File: src/rtl/sensor_frame_dashboard_assert.svh
// ----------------------------------------------------------------------------
// Sensor frame dashboard assertion macros
// Shorthand for clocked checks with the reset disable built in.
// ----------------------------------------------------------------------------
`ifndef SENSOR_FRAME_DASHBOARD_ASSERT_SVH
`define SENSOR_FRAME_DASHBOARD_ASSERT_SVH

// same-cycle implication
`define SFD_ASSERT_NOW(label, ante, cons) \
    label: assert property (@(posedge clk) disable iff (!rst_n) (ante) |-> (cons)) \
        else $error("sfd check failed");

// next-cycle implication
`define SFD_ASSERT_NEXT(label, ante, cons) \
    label: assert property (@(posedge clk) disable iff (!rst_n) (ante) |=> (cons)) \
        else $error("sfd check failed");

`endif

File: src/rtl/sfd_pkg.sv
// ----------------------------------------------------------------------------
// sfd_pkg
// Types, constants and helper functions shared by the dashboard modules.
// ----------------------------------------------------------------------------
package sfd_pkg;

    localparam int FRAME_LEN   = 6;
    localparam int NUM_DIGITS  = 10;
    localparam int VAL_W       = 14;
    localparam int Q_DEPTH     = 2;

    localparam logic [1:0] OP_SENSOR = 2'd0;
    localparam logic [1:0] OP_MODE   = 2'd1;
    localparam logic [1:0] OP_BUTTON = 2'd2;

    localparam logic [7:0] MODE_MON = 8'h6D;
    localparam logic [7:0] MODE_DRV = 8'h64;
    localparam logic [7:0] MODE_SPD = 8'h73;
    localparam logic [7:0] MODE_OFF = 8'h6F;

    localparam logic [7:0] BTN_MON = 8'h80;
    localparam logic [7:0] BTN_DRV = 8'h40;
    localparam logic [7:0] BTN_SPD = 8'h20;

    localparam logic [7:0] LINK_RESTART = 8'h00;
    localparam logic [7:0] LINK_SHOW    = 8'hFF;

    localparam logic [7:0]  COOLANT_LIMIT_RST = 8'd110;
    localparam logic [15:0] REVS_LIMIT_RST    = 16'd6000;
    localparam logic [15:0] REVS_SHOWN_MAX    = 16'd9999;

    localparam logic [1:0] LED_OFF   = 2'd0;
    localparam logic [1:0] LED_ON    = 2'd1;
    localparam logic [1:0] LED_ALARM = 2'd2;

    localparam logic       CFG_COOLANT = 1'b0;
    localparam logic       CFG_REVS    = 1'b1;

    localparam logic [3:0] DIGIT_MODE  = 4'd0;
    localparam logic [3:0] DIGIT_SPACE = 4'd5;
    localparam logic [3:0] DIGIT_LAST  = 4'd9;

    typedef struct packed {
        logic [1:0] opcode;
        logic [7:0] data_byte;
    } in_item_t;

    typedef struct packed {
        logic [3:0] digit_index;
        logic [6:0] segments;
        logic [1:0] led_state;
        logic       last_digit;
    } out_item_t;

    typedef struct packed {
        logic [1:0]       mode_digit;
        logic [VAL_W-1:0] first_val;
        logic [7:0]       second_val;
        logic [1:0]       led;
    } show_cmd_t;

    function automatic logic [6:0] seg_pattern(input logic [3:0] d);
        logic [6:0] p;
        begin
            case (d)
                4'd0:    p = 7'h3F;
                4'd1:    p = 7'h06;
                4'd2:    p = 7'h5B;
                4'd3:    p = 7'h4F;
                4'd4:    p = 7'h66;
                4'd5:    p = 7'h6D;
                4'd6:    p = 7'h7D;
                4'd7:    p = 7'h07;
                4'd8:    p = 7'h7F;
                4'd9:    p = 7'h6F;
                default: p = 7'h3F;
            endcase
            return p;
        end
    endfunction

    // decimal weight of a display position inside its 4-digit group
    function automatic logic [VAL_W-1:0] place_weight(input logic [3:0] idx);
        logic [VAL_W-1:0] w;
        begin
            case (idx)
                4'd1, 4'd6: w = VAL_W'(1000);
                4'd2, 4'd7: w = VAL_W'(100);
                4'd3, 4'd8: w = VAL_W'(10);
                default:    w = VAL_W'(1);
            endcase
            return w;
        end
    endfunction

endpackage

File: src/rtl/sfd_front.sv
// ----------------------------------------------------------------------------
// sfd_front
// Accepts input items, keeps frame and mode state, and issues show commands.
// ----------------------------------------------------------------------------
module sfd_front (
    input  logic               clk,
    input  logic               rst_n,
    input  logic               in_valid,
    output logic               in_stall,
    input  sfd_pkg::in_item_t  in_data,
    input  logic [7:0]         coolant_limit,
    input  logic [15:0]        revs_limit,
    input  logic               q_full,
    output logic               q_push,
    output sfd_pkg::show_cmd_t q_wdata
);
    import sfd_pkg::*;

    logic [2:0]  pos_reg, pos_next;
    logic [7:0]  mode_reg, mode_next;
    logic [7:0]  bytes_reg [FRAME_LEN];
    logic        accept, full, store;
    logic [15:0] revs;
    logic [VAL_W-1:0] revs_shown;

    assign in_stall = q_full;
    assign accept   = in_valid && !q_full;
    assign full     = (pos_reg == 3'(FRAME_LEN));
    assign store    = accept && (in_data.opcode == OP_SENSOR) && !full;
    assign q_push   = accept && (in_data.opcode == OP_SENSOR) && full
                      && (in_data.data_byte == LINK_SHOW);

    always_comb
    begin
        pos_next  = pos_reg;
        mode_next = mode_reg;
        if (accept)
        begin
            case (in_data.opcode)
                OP_SENSOR:
                begin
                    if (!full)
                        pos_next = pos_reg + 3'd1;
                    else if (in_data.data_byte == LINK_RESTART)
                        pos_next = 3'd0;
                    else if (in_data.data_byte != LINK_SHOW)
                        mode_next = MODE_OFF;
                end
                OP_MODE:
                    mode_next = in_data.data_byte;
                OP_BUTTON:
                begin
                    case (in_data.data_byte)
                        BTN_MON: mode_next = MODE_MON;
                        BTN_DRV: mode_next = MODE_DRV;
                        BTN_SPD: mode_next = MODE_SPD;
                        default: mode_next = MODE_OFF;
                    endcase
                end
                default: ;
            endcase
        end
    end

    always_comb
    begin
        revs       = {bytes_reg[2], bytes_reg[3]};
        revs_shown = (revs > REVS_SHOWN_MAX) ? REVS_SHOWN_MAX[VAL_W-1:0] : revs[VAL_W-1:0];
        q_wdata    = '0;
        case (mode_reg)
            MODE_MON:
            begin
                q_wdata.mode_digit = 2'd1;
                q_wdata.first_val  = VAL_W'(bytes_reg[1]);
                q_wdata.second_val = bytes_reg[0];
            end
            MODE_DRV:
            begin
                q_wdata.mode_digit = 2'd2;
                q_wdata.first_val  = revs_shown;
                q_wdata.second_val = bytes_reg[4];
            end
            MODE_SPD:
            begin
                q_wdata.mode_digit = 2'd3;
                q_wdata.first_val  = revs_shown;
                q_wdata.second_val = bytes_reg[5];
            end
            default: ;
        endcase
        if (q_wdata.mode_digit != 2'd0)
            q_wdata.led = ((bytes_reg[1] > coolant_limit) || (revs > revs_limit))
                          ? LED_ALARM : LED_ON;
        else
            q_wdata.led = LED_OFF;
    end

    always_ff @(posedge clk or negedge rst_n)
    begin
        if (!rst_n)
        begin
            pos_reg  <= 3'd0;
            mode_reg <= MODE_OFF;
        end
        else
        begin
            pos_reg  <= pos_next;
            mode_reg <= mode_next;
        end
    end

    always_ff @(posedge clk)
    begin
        if (store)
            bytes_reg[pos_reg] <= in_data.data_byte;
    end

endmodule

File: src/rtl/sfd_queue.sv
// ----------------------------------------------------------------------------
// sfd_queue
// Two-entry FIFO of show commands between the front and back ends.
// ----------------------------------------------------------------------------
module sfd_queue (
    input  logic               clk,
    input  logic               rst_n,
    input  logic               push,
    input  sfd_pkg::show_cmd_t wdata,
    output logic               full,
    input  logic               pop,
    output logic               rvalid,
    output sfd_pkg::show_cmd_t rdata
);
    import sfd_pkg::*;

    show_cmd_t  mem_reg [Q_DEPTH];
    logic [1:0] count_reg, count_next;
    logic       wr_ptr_reg, rd_ptr_reg;

    assign full   = (count_reg == 2'(Q_DEPTH));
    assign rvalid = (count_reg != 2'd0);
    assign rdata  = mem_reg[rd_ptr_reg];

    always_comb
    begin
        count_next = count_reg;
        if (push && !pop)
            count_next = count_reg + 2'd1;
        else if (pop && !push)
            count_next = count_reg - 2'd1;
    end

    always_ff @(posedge clk or negedge rst_n)
    begin
        if (!rst_n)
        begin
            count_reg  <= 2'd0;
            wr_ptr_reg <= 1'b0;
            rd_ptr_reg <= 1'b0;
        end
        else
        begin
            count_reg <= count_next;
            if (push)
                wr_ptr_reg <= !wr_ptr_reg;
            if (pop)
                rd_ptr_reg <= !rd_ptr_reg;
        end
    end

    always_ff @(posedge clk)
    begin
        if (push)
            mem_reg[wr_ptr_reg] <= wdata;
    end

endmodule

File: src/rtl/sfd_back.sv
// ----------------------------------------------------------------------------
// sfd_back
// Turns one show command into ten digit transfers, one decimal digit a cycle while out_stall is low.
// ----------------------------------------------------------------------------
module sfd_back (
    input  logic                clk,
    input  logic                rst_n,
    input  logic                q_valid,
    input  sfd_pkg::show_cmd_t  q_rdata,
    output logic                q_pop,
    output logic                out_valid,
    input  logic                out_stall,
    output sfd_pkg::out_item_t  out_data
);
    import sfd_pkg::*;

    show_cmd_t        cmd_reg;
    logic             busy_reg, busy_next;
    logic [3:0]       idx_reg, idx_next;
    logic [VAL_W-1:0] rem_reg, rem_next;
    logic             out_valid_reg;
    out_item_t        out_reg, out_next;
    logic             advance, produce, load;
    logic [VAL_W-1:0] weight;
    logic [3:0]       quot, digit;

    assign advance = !out_valid_reg || !out_stall;
    assign produce = busy_reg && advance;
    assign load    = q_valid && (!busy_reg || (produce && idx_reg == DIGIT_LAST));
    assign q_pop   = load;

    assign out_valid = out_valid_reg;
    assign out_data  = out_reg;

    always_comb
    begin
        weight = place_weight(idx_reg);
        quot   = 4'd0;
        for (int d = 1; d < 10; d++)
        begin
            if (int'(rem_reg) >= d * int'(weight))
                quot = 4'(d);
        end
        case (idx_reg)
            DIGIT_MODE:
            begin
                digit    = {2'b00, cmd_reg.mode_digit};
                rem_next = VAL_W'(cmd_reg.second_val);
            end
            DIGIT_SPACE:
            begin
                digit    = 4'd0;
                rem_next = cmd_reg.first_val;
            end
            default:
            begin
                digit    = quot;
                rem_next = rem_reg - VAL_W'(int'(quot) * int'(weight));
            end
        endcase
        out_next.digit_index = idx_reg;
        out_next.segments    = seg_pattern(digit);
        out_next.led_state   = cmd_reg.led;
        out_next.last_digit  = (idx_reg == DIGIT_LAST);
    end

    always_comb
    begin
        busy_next = busy_reg;
        idx_next  = idx_reg;
        if (produce)
        begin
            idx_next = idx_reg + 4'd1;
            if (idx_reg == DIGIT_LAST)
                busy_next = 1'b0;
        end
        if (load)
        begin
            busy_next = 1'b1;
            idx_next  = DIGIT_MODE;
        end
    end

    always_ff @(posedge clk or negedge rst_n)
    begin
        if (!rst_n)
        begin
            busy_reg      <= 1'b0;
            idx_reg       <= 4'd0;
            out_valid_reg <= 1'b0;
        end
        else
        begin
            busy_reg <= busy_next;
            idx_reg  <= idx_next;
            if (advance)
                out_valid_reg <= produce;
        end
    end

    always_ff @(posedge clk)
    begin
        if (load)
            cmd_reg <= q_rdata;
        if (produce)
        begin
            rem_reg <= rem_next;
            out_reg <= out_next;
        end
    end

endmodule

File: src/rtl/sensor_frame_dashboard.sv
// ----------------------------------------------------------------------------
// sensor_frame_dashboard
// Sensor link frame decoder driving a ten-digit seven-segment dashboard.
// ----------------------------------------------------------------------------
// Input channel (in_valid / in_stall / in_data): one sensor byte, mode
// character or button byte per transfer. Items that cause no display
// output are taken one per cycle while the command queue is not full.
// A show byte on a full frame queues a display command; ten digit transfers
// follow on the output channel (out_valid / out_stall / out_data), digit 0
// first, after the command passes the queue, cmd_reg and the output register.
// The back end produces one digit per cycle while out_stall is low;
// a two-entry command queue lets the input keep running meanwhile and
// stalls input only when both entries are taken.
// Config writes (cfg_we, cfg_index, cfg_data) are registered:
// index 0 is the coolant limit (low 8 bits), index 1 the revs limit.
// Reset empties the queue and output, restarts the frame, sets the mode
// to off and loads the default limits. An output stall holds the current
// digit and backs up into the queue.
// ----------------------------------------------------------------------------
module sensor_frame_dashboard (
    input  logic               clk,
    input  logic               rst_n,
    input  logic               in_valid,
    output logic               in_stall,
    input  sfd_pkg::in_item_t  in_data,
    output logic               out_valid,
    input  logic               out_stall,
    output sfd_pkg::out_item_t out_data,
    input  logic               cfg_we,
    input  logic               cfg_index,
    input  logic [15:0]        cfg_data
);
    import sfd_pkg::*;

    `include "sensor_frame_dashboard_assert.svh"

    logic [7:0]  coolant_limit_reg;
    logic [15:0] revs_limit_reg;
    logic        q_full, q_push, q_pop, q_valid;
    show_cmd_t   q_wdata, q_rdata;

    always_ff @(posedge clk or negedge rst_n)
    begin
        if (!rst_n)
        begin
            coolant_limit_reg <= COOLANT_LIMIT_RST;
            revs_limit_reg    <= REVS_LIMIT_RST;
        end
        else if (cfg_we)
        begin
            case (cfg_index)
                CFG_COOLANT: coolant_limit_reg <= cfg_data[7:0];
                CFG_REVS:    revs_limit_reg    <= cfg_data;
                default: ;
            endcase
        end
    end

    sfd_front u_front (
        .clk           (clk),
        .rst_n         (rst_n),
        .in_valid      (in_valid),
        .in_stall      (in_stall),
        .in_data       (in_data),
        .coolant_limit (coolant_limit_reg),
        .revs_limit    (revs_limit_reg),
        .q_full        (q_full),
        .q_push        (q_push),
        .q_wdata       (q_wdata)
    );

    sfd_queue u_queue (
        .clk    (clk),
        .rst_n  (rst_n),
        .push   (q_push),
        .wdata  (q_wdata),
        .full   (q_full),
        .pop    (q_pop),
        .rvalid (q_valid),
        .rdata  (q_rdata)
    );

    sfd_back u_back (
        .clk       (clk),
        .rst_n     (rst_n),
        .q_valid   (q_valid),
        .q_rdata   (q_rdata),
        .q_pop     (q_pop),
        .out_valid (out_valid),
        .out_stall (out_stall),
        .out_data  (out_data)
    );

    `SFD_ASSERT_NOW(a_last_at_nine, out_valid && out_data.last_digit, out_data.digit_index == DIGIT_LAST)
    `SFD_ASSERT_NOW(a_led_code, out_valid, out_data.led_state == LED_OFF || out_data.led_state == LED_ON || out_data.led_state == LED_ALARM)
    `SFD_ASSERT_NEXT(a_frame_unbroken, out_valid && !out_stall && !out_data.last_digit, out_valid)
    `SFD_ASSERT_NOW(a_no_pop_empty, q_pop, q_valid)

endmodule

File: config.mk
export PLATFORM = sky130hd
export DESIGN_NAME = sensor_frame_dashboard
export DESIGN_NICKNAME = d
export VERILOG_FILES = /design/src/rtl/sfd_pkg.sv /design/src/rtl/sfd_front.sv /design/src/rtl/sfd_queue.sv /design/src/rtl/sfd_back.sv /design/src/rtl/sensor_frame_dashboard.sv
export VERILOG_INCLUDE_DIRS = /design/src /design/src/rtl
export SDC_FILE = /design/constraint.sdc
export NUM_CORES = 1
export LEC_CHECK = 0
export ABC_AREA = 1
export BUFFER_PORTS_ARGS = -buffer_cell sky130_fd_sc_hd__buf_2
export CORE_AREA = 2 2 150 152
export CTS_CLUSTER_SIZE = 25
export DETAILED_ROUTE_END_ITERATION = 8
export DIE_AREA = 0 0 152 154
export PLACE_DENSITY = 0.9
export SLEW_MARGIN = 20
export SYNTH_ARGS = -nofsm -noshare
export SYNTH_HDL_FRONTEND = slang
export SYNTH_HIERARCHICAL = 1
export SYNTH_SLANG_ARGS = --single-unit
File: constraint.sdc
create_clock -name clk -period 9.05 [get_ports clk]
set_clock_uncertainty 0.2 [all_clocks]
set_input_delay 1.81 -clock clk [delete_from_list [all_inputs] [get_ports clk]]
set_output_delay 1.81 -clock clk [all_outputs]
set_load 0.01 [all_outputs]
**Yosys cells after proc, flatten, opt, wreduce, memory -nomap -nowiden**

Memory sizes are Yosys's and may differ from the RTL's. A register that Yosys moved wholly into a read port is not among the register bits.
Index checks and enable logic that the tools add are counted.

- Register bits after elaboration: 66
- Memory bits (writable): 100
- Memory bits (read-only): 112
- Input port bits: 32
- Memories: 3

Memory list:

| memory | depth | bits a word | read ports | clocked after Yosys merged registers in | wr ports | RTL line | RTL |
|---|---|---|---|---|---|---|---|
| (no name shown) | 16 | 7 | 1 | 1 | 0 | sfd_pkg.sv:65 | `case (d)` |
| u_queue.mem_reg | 2 | 26 | 1 | 1 | 1 | sfd_queue.sv:17 | `show_cmd_t mem_reg [Q_DEPTH];` |
| u_front.bytes_reg | 6 | 8 | 6 | 0 | 1 | sfd_front.sv:21 | `logic [7:0] bytes_reg [FRAME_LEN];` |

- Multipliers: 6
- Eq/ne operators: 24
- Magnitude comparators: 12
- Multiplexer cells: 34
- $add $sub $neg: 5
- Reduce and logical (&&, ||, !) cells: 39
- Bitwise operators: 1

Operators with widths:

| operator | count |
|---|---|
| 15-bit by 32-bit greater-or-equal comparator with 1-bit output | 5 |
| 24-bit case mux with 3 select lines | 1 |
| 8-bit by 7-bit equality test with 1-bit output (second input constant) | 4 |
| 10-bit case mux with 3 select lines | 1 |
| 14-bit case mux with 2 select lines | 1 |
| 3-bit by 10-bit multiplier with 13-bit output (first input constant) | 2 |
| 2-bit by 10-bit multiplier with 12-bit output (first input constant) | 2 |
| 8-bit 2-to-1 mux | 3 |
| 8-bit case mux with 3 select lines | 1 |
| 3-bit 2-to-1 mux | 6 |
| 8-bit equality test (second input constant) | 2 |
| 16-bit by 14-bit greater-than comparator with 1-bit output (second input constant) | 1 |
| 16-bit greater-than comparator | 1 |
| 4-bit 2-to-1 mux | 4 |
| 5-bit case mux with 3 select lines | 1 |
| 14-bit by 10-bit greater-or-equal comparator with 1-bit output | 1 |
| 14-bit by 11-bit greater-or-equal comparator with 1-bit output | 1 |
| 14-bit by 12-bit greater-or-equal comparator with 1-bit output | 1 |
| 14-bit by 13-bit greater-or-equal comparator with 1-bit output | 1 |
| 4-bit by 10-bit multiplier with 14-bit output | 1 |
| 4-bit by 10-bit multiplier with 14-bit output (first input constant) | 1 |
| 14-bit 2-to-1 mux | 1 |
| 14-bit subtractor | 1 |
| 4-bit by 3-bit equality test with 1-bit output (second input constant) | 3 |
| 31 further kinds | 75 |

**Depth between registers and ports, before layout**

Gate-level depths: netlist of the first run.

- Word-level depth: 16
- Gate-level depth with buffers: 46

**Cells and area by module**

Netlist of the first run, hierarchy kept.

By module, submodules not included:

| module | area an instance (um^2) | seq. area each (um^2) | times used | cells an instance |
|---|---|---|---|---|
| sfd_back | 6974.2 | 1771.7 | 1 | 855 |
| sfd_front | 3305.7 | 1724.2 | 1 | 368 |
| sfd_queue | 2183.3 | 1661.6 | 1 | 106 |
| sensor_frame_dashboard | 1002.2 | 615.6 | 1 | 105 |

**Least setup slack after synthesis of the first run**

Ideal clock, no wire load.

- Path type: reg-to-reg
- Start: register u_back.idx_reg[0]
- End: register u_back.rem_reg[12] (data pin)
- Stages on the path, launching flop included: 40
- Path buffers: 1
- Period minus slack after synthesis: 7.594 ns
- Slack: 1.456 ns
- Data required time: 8.592 ns
- Arrival time: 7.136 ns
- Cell sequence: dfrtp_1 > inv_1 > ha_1 > inv_1 > o22ai_1 > nor2_1 > nor2_1 > inv_1 > ha_1 > clkbuf_1 > ha_1 > a21oi_1 > nor2_1 > nor2_1 > nor2_1 > o21a_1 > xor2_1 > ha_1 > [... 4 more ...] > nor2_1 > nand2_4 > nand2_4 > nor2_1 > inv_1 > fa_1 > fa_1 > inv_1 > fa_1 > inv_1 > ha_1 > nand2_1 > o21ai_0 > a21oi_1 > o21bai_1 > a21oi_1 > o21ai_0 > nand2_1

- Cells in the longest elaborated chain, start to end: 16
- Elaborated cells on any way between the ends: 38
- Those cells by class: 1 x add/sub; 6 x mul; 9 x order compare; 7 x eq/ne; 11 x mux; 4 x reduce/logical

RTL lines:

| what | RTL line | RTL |
|---|---|---|
| start, declared | sfd_back.sv:19 | `logic [3:0] idx_reg, idx_next;` |
| start signal, assigned | sfd_back.sv:95 | `idx_reg <= idx_next;` |
| parallel branches: the longest is 15 deep, another holds 15-bit by 32-bit greater-or-equal comparator with 1-bit output | - |  |
| 14-bit case mux with 2 select lines * | sfd_back.sv:44 | `case (idx_reg)` |
| named net u_back.rem_next[12] | sfd_back.sv:20 | `logic [VAL_W-1:0] rem_reg, rem_next;` |
| end signal, assigned | sfd_back.sv:107 | `rem_reg <= rem_next;` |
| end, declared | sfd_back.sv:20 |  |

Mark *: on every way through the listed nets, which the timed path passes.
A chain may end at the register's enable or synchronous reset.

**Worst setup path in the final report of the first run**

Same ends and word-level chain as after synthesis.

==> results of run 1 <==
==> stage by stage <==
stage                     hold WS, ns  area (µm²)  cells   util  setup slack (ns)
after floorplan                 0.200       13500   1437      -              1.46
after global placement          0.203       14000   1756  0.644              1.46
after detailed placement        0.210       14000   1756  0.645              1.15
after CTS                       0.217       14600   1788  0.672              1.12
after global routing            0.231       14600   1788  0.672             0.505
final                           0.216       14600   1788  0.672              1.07
==> per-layer routing <==
metal  global-route usage  wire (µm)
met3               0.0389       1930
met5                    0          0
met1                0.313      12100
met4                0.144       1450
met2                0.500      15900
==> area by class of cell <==
class,instances,area (µm²)
Clock inverter,13,159
Sequential cell,199,5770
Fill cell,1558,7110
Multi-Input combinational cell,998,6710
Clock buffer,19,433
Inverter,219,826
Tap cell,280,350
Timing Repair Buffer,60,335
==> kinds of logic after synthesis <==
kind of cell / count (synthesis) / synth area share
and+or+nand+nor: 586 / 0.192
buffers and inverters: 240 / 0.0755
DFF: 199 / 0.429
adders and majority gates: 185 / 0.188
AOI/OAI and AO/OA: 168 / 0.0698
xor gates and xnor gates: 28 / 0.0182
muxes: 26 / 0.0270
other: 2 / 0.000558
==> worst paths after layout <==
check / from / to / slack (ns)
max reg2reg: u_back/idx_reg[0] / u_back/rem_reg[12] / 1.07
min in group asynchronous: rst_n / u_front/mode_reg[7] / 1.16
min: u_back/cmd_reg[1] / u_back/out_data[2] / 0.22
max: u_back/idx_reg[0] / u_back/rem_reg[12] / 1.07
max in group asynchronous: rst_n / u_back/busy_reg / 7.04
min reg2reg: u_back/cmd_reg[1] / u_back/out_data[2] / 0.22
==> cells in the final DEF (no fill, tap or decap), types with 8 or more instances in the layout <==
cell       Yosys  routed
fa_1          29      29
ha_1         156     156
edfxtp_1     154     154
buf_2          3      46
o21ai_1       11      11
o21ai_0       41      41
inv_1        206     206
dfrtp_1       27      27
nor3_1        25      23
clkbuf_16      0      17
nand4_1       19      19
a21oi_1       78      78
dfstp_2       18      18
mux2_4        19      19
xnor2_1        8       8
inv_2          9       9
xor2_1        20      20
buf_4          6      14
nand3_1       92      92
nand2_1      317     317
nor2_1        95      92
==> metrics.yaml, run 1 <==
sta:
  hold_viol: 0
  timing.slew.headroom: 0.311
  fmax_mhz: 125
  timing.final.crit_period_ns: 7.98
  tns_ns: 0
  setup_violations: 0
  fin_crit_sh: 0.881
  rsz0062_at_grt: "no"
  finalMaxSlewViolations: 0
  worst_pin_slew_ns: 1.03
finish:
  largest_register_ffs: 52
  num-nets-final: 1712
  drive_gt1_frac: 0.119
  area_growth_pct: 8.29
  diodes: 0
global_route:
  grt.overflow.total: 0
  grt_pass1_wl_um: 51200
  grt_util_all_layers: 0.274
  grt_pass1_vias: 10600
  antenna_found_initial: 0
  grt_max_degree: 46
logic_synthesis:
  yosysSeqAreaShare: 0.429
  synthFlopType: "edfxtp_1"
  synth-seq-cells: 199
  yosys.area.top_type: "edfxtp_1"
  synthMostInstantiatedCell: "nand2_1"
  syn_inst: 1434
  synth_edf_count: 154
  synthTopCellsByArea: "edfxtp_1 34%, ha_1 14%, nand2_1 8.8%"
  async_flop_share: 0.226
  post-synth-top-area-fraction: 0.343
  netlist_area_mm2: 0.0135
  yosysUniqueCellTypes: 57
  synth.avg_cell_area_um2: 9.39
  ys_warn_count: 6
  synth_common_cells: "317 x nand2_1, 206 x inv_1, 156 x ha_1"
min_path:
  min_path_cells: 0
  hold_path_class: "register to register"
route:
  vias: 10400
  drtIter0Drc: 855
  ant_nets: 0
  drc: 0
  via_per_inst: 5.79
  dr.pass1.iters: 6
  routedWlPerCell_um: 17.6
  wl_um: 31400
clocking:
  insertion_delay_ns: 0.44
  clock_sinks: 199
  cts_tree: "yes"
  cts_resized: 0
  cts_buffers: 17
  htreeDepth: 4
  clkTransAtPathRegs_ns: 0.08
  clockBufferDepth: 2
  cts_setup_buffers: 0
  cts-root-buf: "clkbuf_16"
  cts_hold_buf: 0
worst_setup_path:
  path_max_fanout: 10
  critPathTopFamily: "adder cells"
  critPathSlowestCell: "fa_1"
  arrival_ns: 7.95
  cpPeakStageDelay_ns: 0.61
  critical_path_class: "register to register"
  crit_top_cell: "inv_1"
  cp-end-kind: "register"
  cp.required_ns: 9.03
  cp_num_cells: 40
  crit_buf_inv: 10
  r2r_cells: 40
  start_kind: "register"
place:
  io_buffer_count: 47
  gp_congestion: 0.926
  dp_hpwl_um: 23300
floorplanning:
  die_h_um: 154
  dieArea_mm2: 0.0234
  coreArea_mm2: 0.0217
  initial_core_util: 0.621
  rows: 54
  die_w_um: 152
  io_pins: 48
run_status:
  outcome: "completed"
job:
  drv_cap: 0
Power of run 1 is left out: the tool's default activity adds up to more than one toggle a clock period on the data nets, which glitch-free logic cannot reach.
==> run 2, diff against run 1 <==
CAP_MARGIN = 20   (was not set)
MAX_ROUTING_LAYER = met4   (was not set)
==> run 2 against run 1 <==
  * Cell area is 0.14% higher
  * Cell count hardly changed
  * Die area unchanged
  * Maximum frequency down 3.6%
  * Via count up 1.0%
  * First-iteration DRC count up 5.1%
  * Count of clock-buffer cells in the layout shrank 2
==> metrics.yaml, run 2 (synthesis results as in run 1) <==
sta:
  fmax_mhz: 121  # -3.6%
  tns_ns: 0  # unchanged
  rsz0062_at_grt: "no"
  worst_pin_slew_ns: 1.03  # -0.00382 ns
  hold_viol: 0  # unchanged
  timing.final.crit_period_ns: 8.27  # +0.295 ns
  fin_ws_ns: 0.779  # -0.295 ns
  finalMaxSlewViolations: 0  # unchanged
  timing.slew.headroom: 0.314  # +0.00255
  fin_crit_sh: 0.914  # +0.0326
  setup_violations: 0  # unchanged
finish:
  drive_gt1_frac: 0.121  # +0.00191
  diodes: 0  # unchanged
  num-nets-final: 1713  # +0.058%
  largest_register_ffs: 52  # unchanged
  final_cell_area_mm2: 0.0146  # +0.14%
  layout_commonest_cell: "nand2_1"
  stdcell_count: 1789  # +0.056%
  final_cell_mix: "317 x nand2_1, 206 x inv_1, 156 x ha_1"
  area_growth_pct: 8.44
floorplanning:
  die_h_um: 154  # unchanged
  initial_core_util: 0.621  # unchanged
  rows: 54  # unchanged
  io_pins: 48  # unchanged
  dieArea_mm2: 0.0234  # unchanged
  die_w_um: 152  # unchanged
  coreArea_mm2: 0.0217  # unchanged
worst_setup_path:
  cpPeakStageDelay_ns: 0.58  # -0.03 ns
  path_max_fanout: 10  # unchanged
  r2r-start: "u_back/idx_reg[0]"
  cp-end-kind: "register"
  start_kind: "register"
  crit_start: "u_back/idx_reg[0]"
  critPathSlowestCell: "fa_1"
  cp.required_ns: 9.04  # about the same
  arrival_ns: 8.26  # +0.31 ns
  critical_path_class: "register to register"
  crit_buf_inv: 7  # -3
  critPathTopFamily: "adder cells"
  crit_top_cell: "inv_1"
place:
  post_dp_cell_area_mm2: 0.0140  # about the same
  gp_congestion: 0.934  # +0.78%
  dp_hpwl_um: 23100  # -0.90%
  place_inst: 1757  # +0.057%
  pre_cts_ws_ns: 1.13  # -0.0204 ns
  io_buffer_count: 47  # unchanged
clocking:
  clkTransAtPathRegs_ns: 0.08  # about the same
  cts_hold_buf: 0  # unchanged
  clock_sinks: 199  # unchanged
  cts_setup_buffers: 0  # unchanged
  htreeDepth: 4  # unchanged
  cts_tree: "yes"
  cts-root-buf: "clkbuf_16"
  clockBufferDepth: 2  # unchanged
  cts_buffers: 17  # unchanged
  insertion_delay_ns: 0.44  # about the same
  cts_resized: 0  # unchanged
route:
  vias: 10500  # +1.0%
  drtIter0Drc: 899  # +5.1%
  drc: 0  # unchanged
  via_per_inst: 5.85  # +0.98%
  ant_nets: 0  # unchanged
  routedWlPerCell_um: 17.7  # +0.66%
  wl_um: 31600  # +0.72%
  dr.pass1.iters: 6  # unchanged
min_path:
  hold_start: "u_back/cmd_reg[1]"
  hold_path_class: "register to register"
run_status:
  outcome: "completed"
global_route:
  antenna_found_initial: 0  # unchanged
  grt_pass1_wl_um: 50800  # -0.77%
  grt.overflow.total: 0  # unchanged
  grt_max_degree: 46  # unchanged
  grt_pass1_vias: 10300  # -3.1%
  grt_util_all_layers: 0.280  # +0.00631
job:
  drv_cap: 0  # unchanged
-- run 2: through the flow --
stage | hold WS, ns | utilization
after floorplan | 0.200 | -
after global routing | 0.215 | 0.673
after global placement | 0.203 | 0.645
after detailed placement | 0.205 | 0.645
after CTS | 0.215 | 0.673
final | 0.217 | 0.673
-- run 2: final cells by class --
cell class	instances	area (µm²)
fill	1568	7090
multi-input combinational	998	6710
sequential	199	5770
inverter	219	826
clock buffer	17	425
tap	280	350
timing repair buffer	61	343
clock inverter	15	179
-- run 2: final timing paths --
| check | to | slack (ns) | depth (start not counted) |
|---|---|---|---|
| min in group asynchronous | u_front/mode_reg[7] | 1.16 | 1 |
| max reg2reg | u_back/rem_reg[12] | 0.78 | 38 |
| max in group asynchronous | u_back/busy_reg | 7.05 | 1 |
| min | u_back/out_data[2] | 0.22 | 0 |
| max | u_back/rem_reg[12] | 0.78 | 38 |
| min reg2reg | u_back/out_data[2] | 0.22 | 0 |
-- run 2: metal layers --
| metal | wire length, µm | global-route usage | vias to the layer above |
|---|---|---|---|
| met5 | 0 | - | - |
| met4 | 1390 | 0.130 | 0 |
| met3 | 1680 | 0.0355 | 110 |
| met2 | 16000 | 0.489 | 451 |
| met1 | 12600 | 0.324 | 4977 |
| li1 | - | - | 4923 |
Power of run 2 is left out for the same reason.
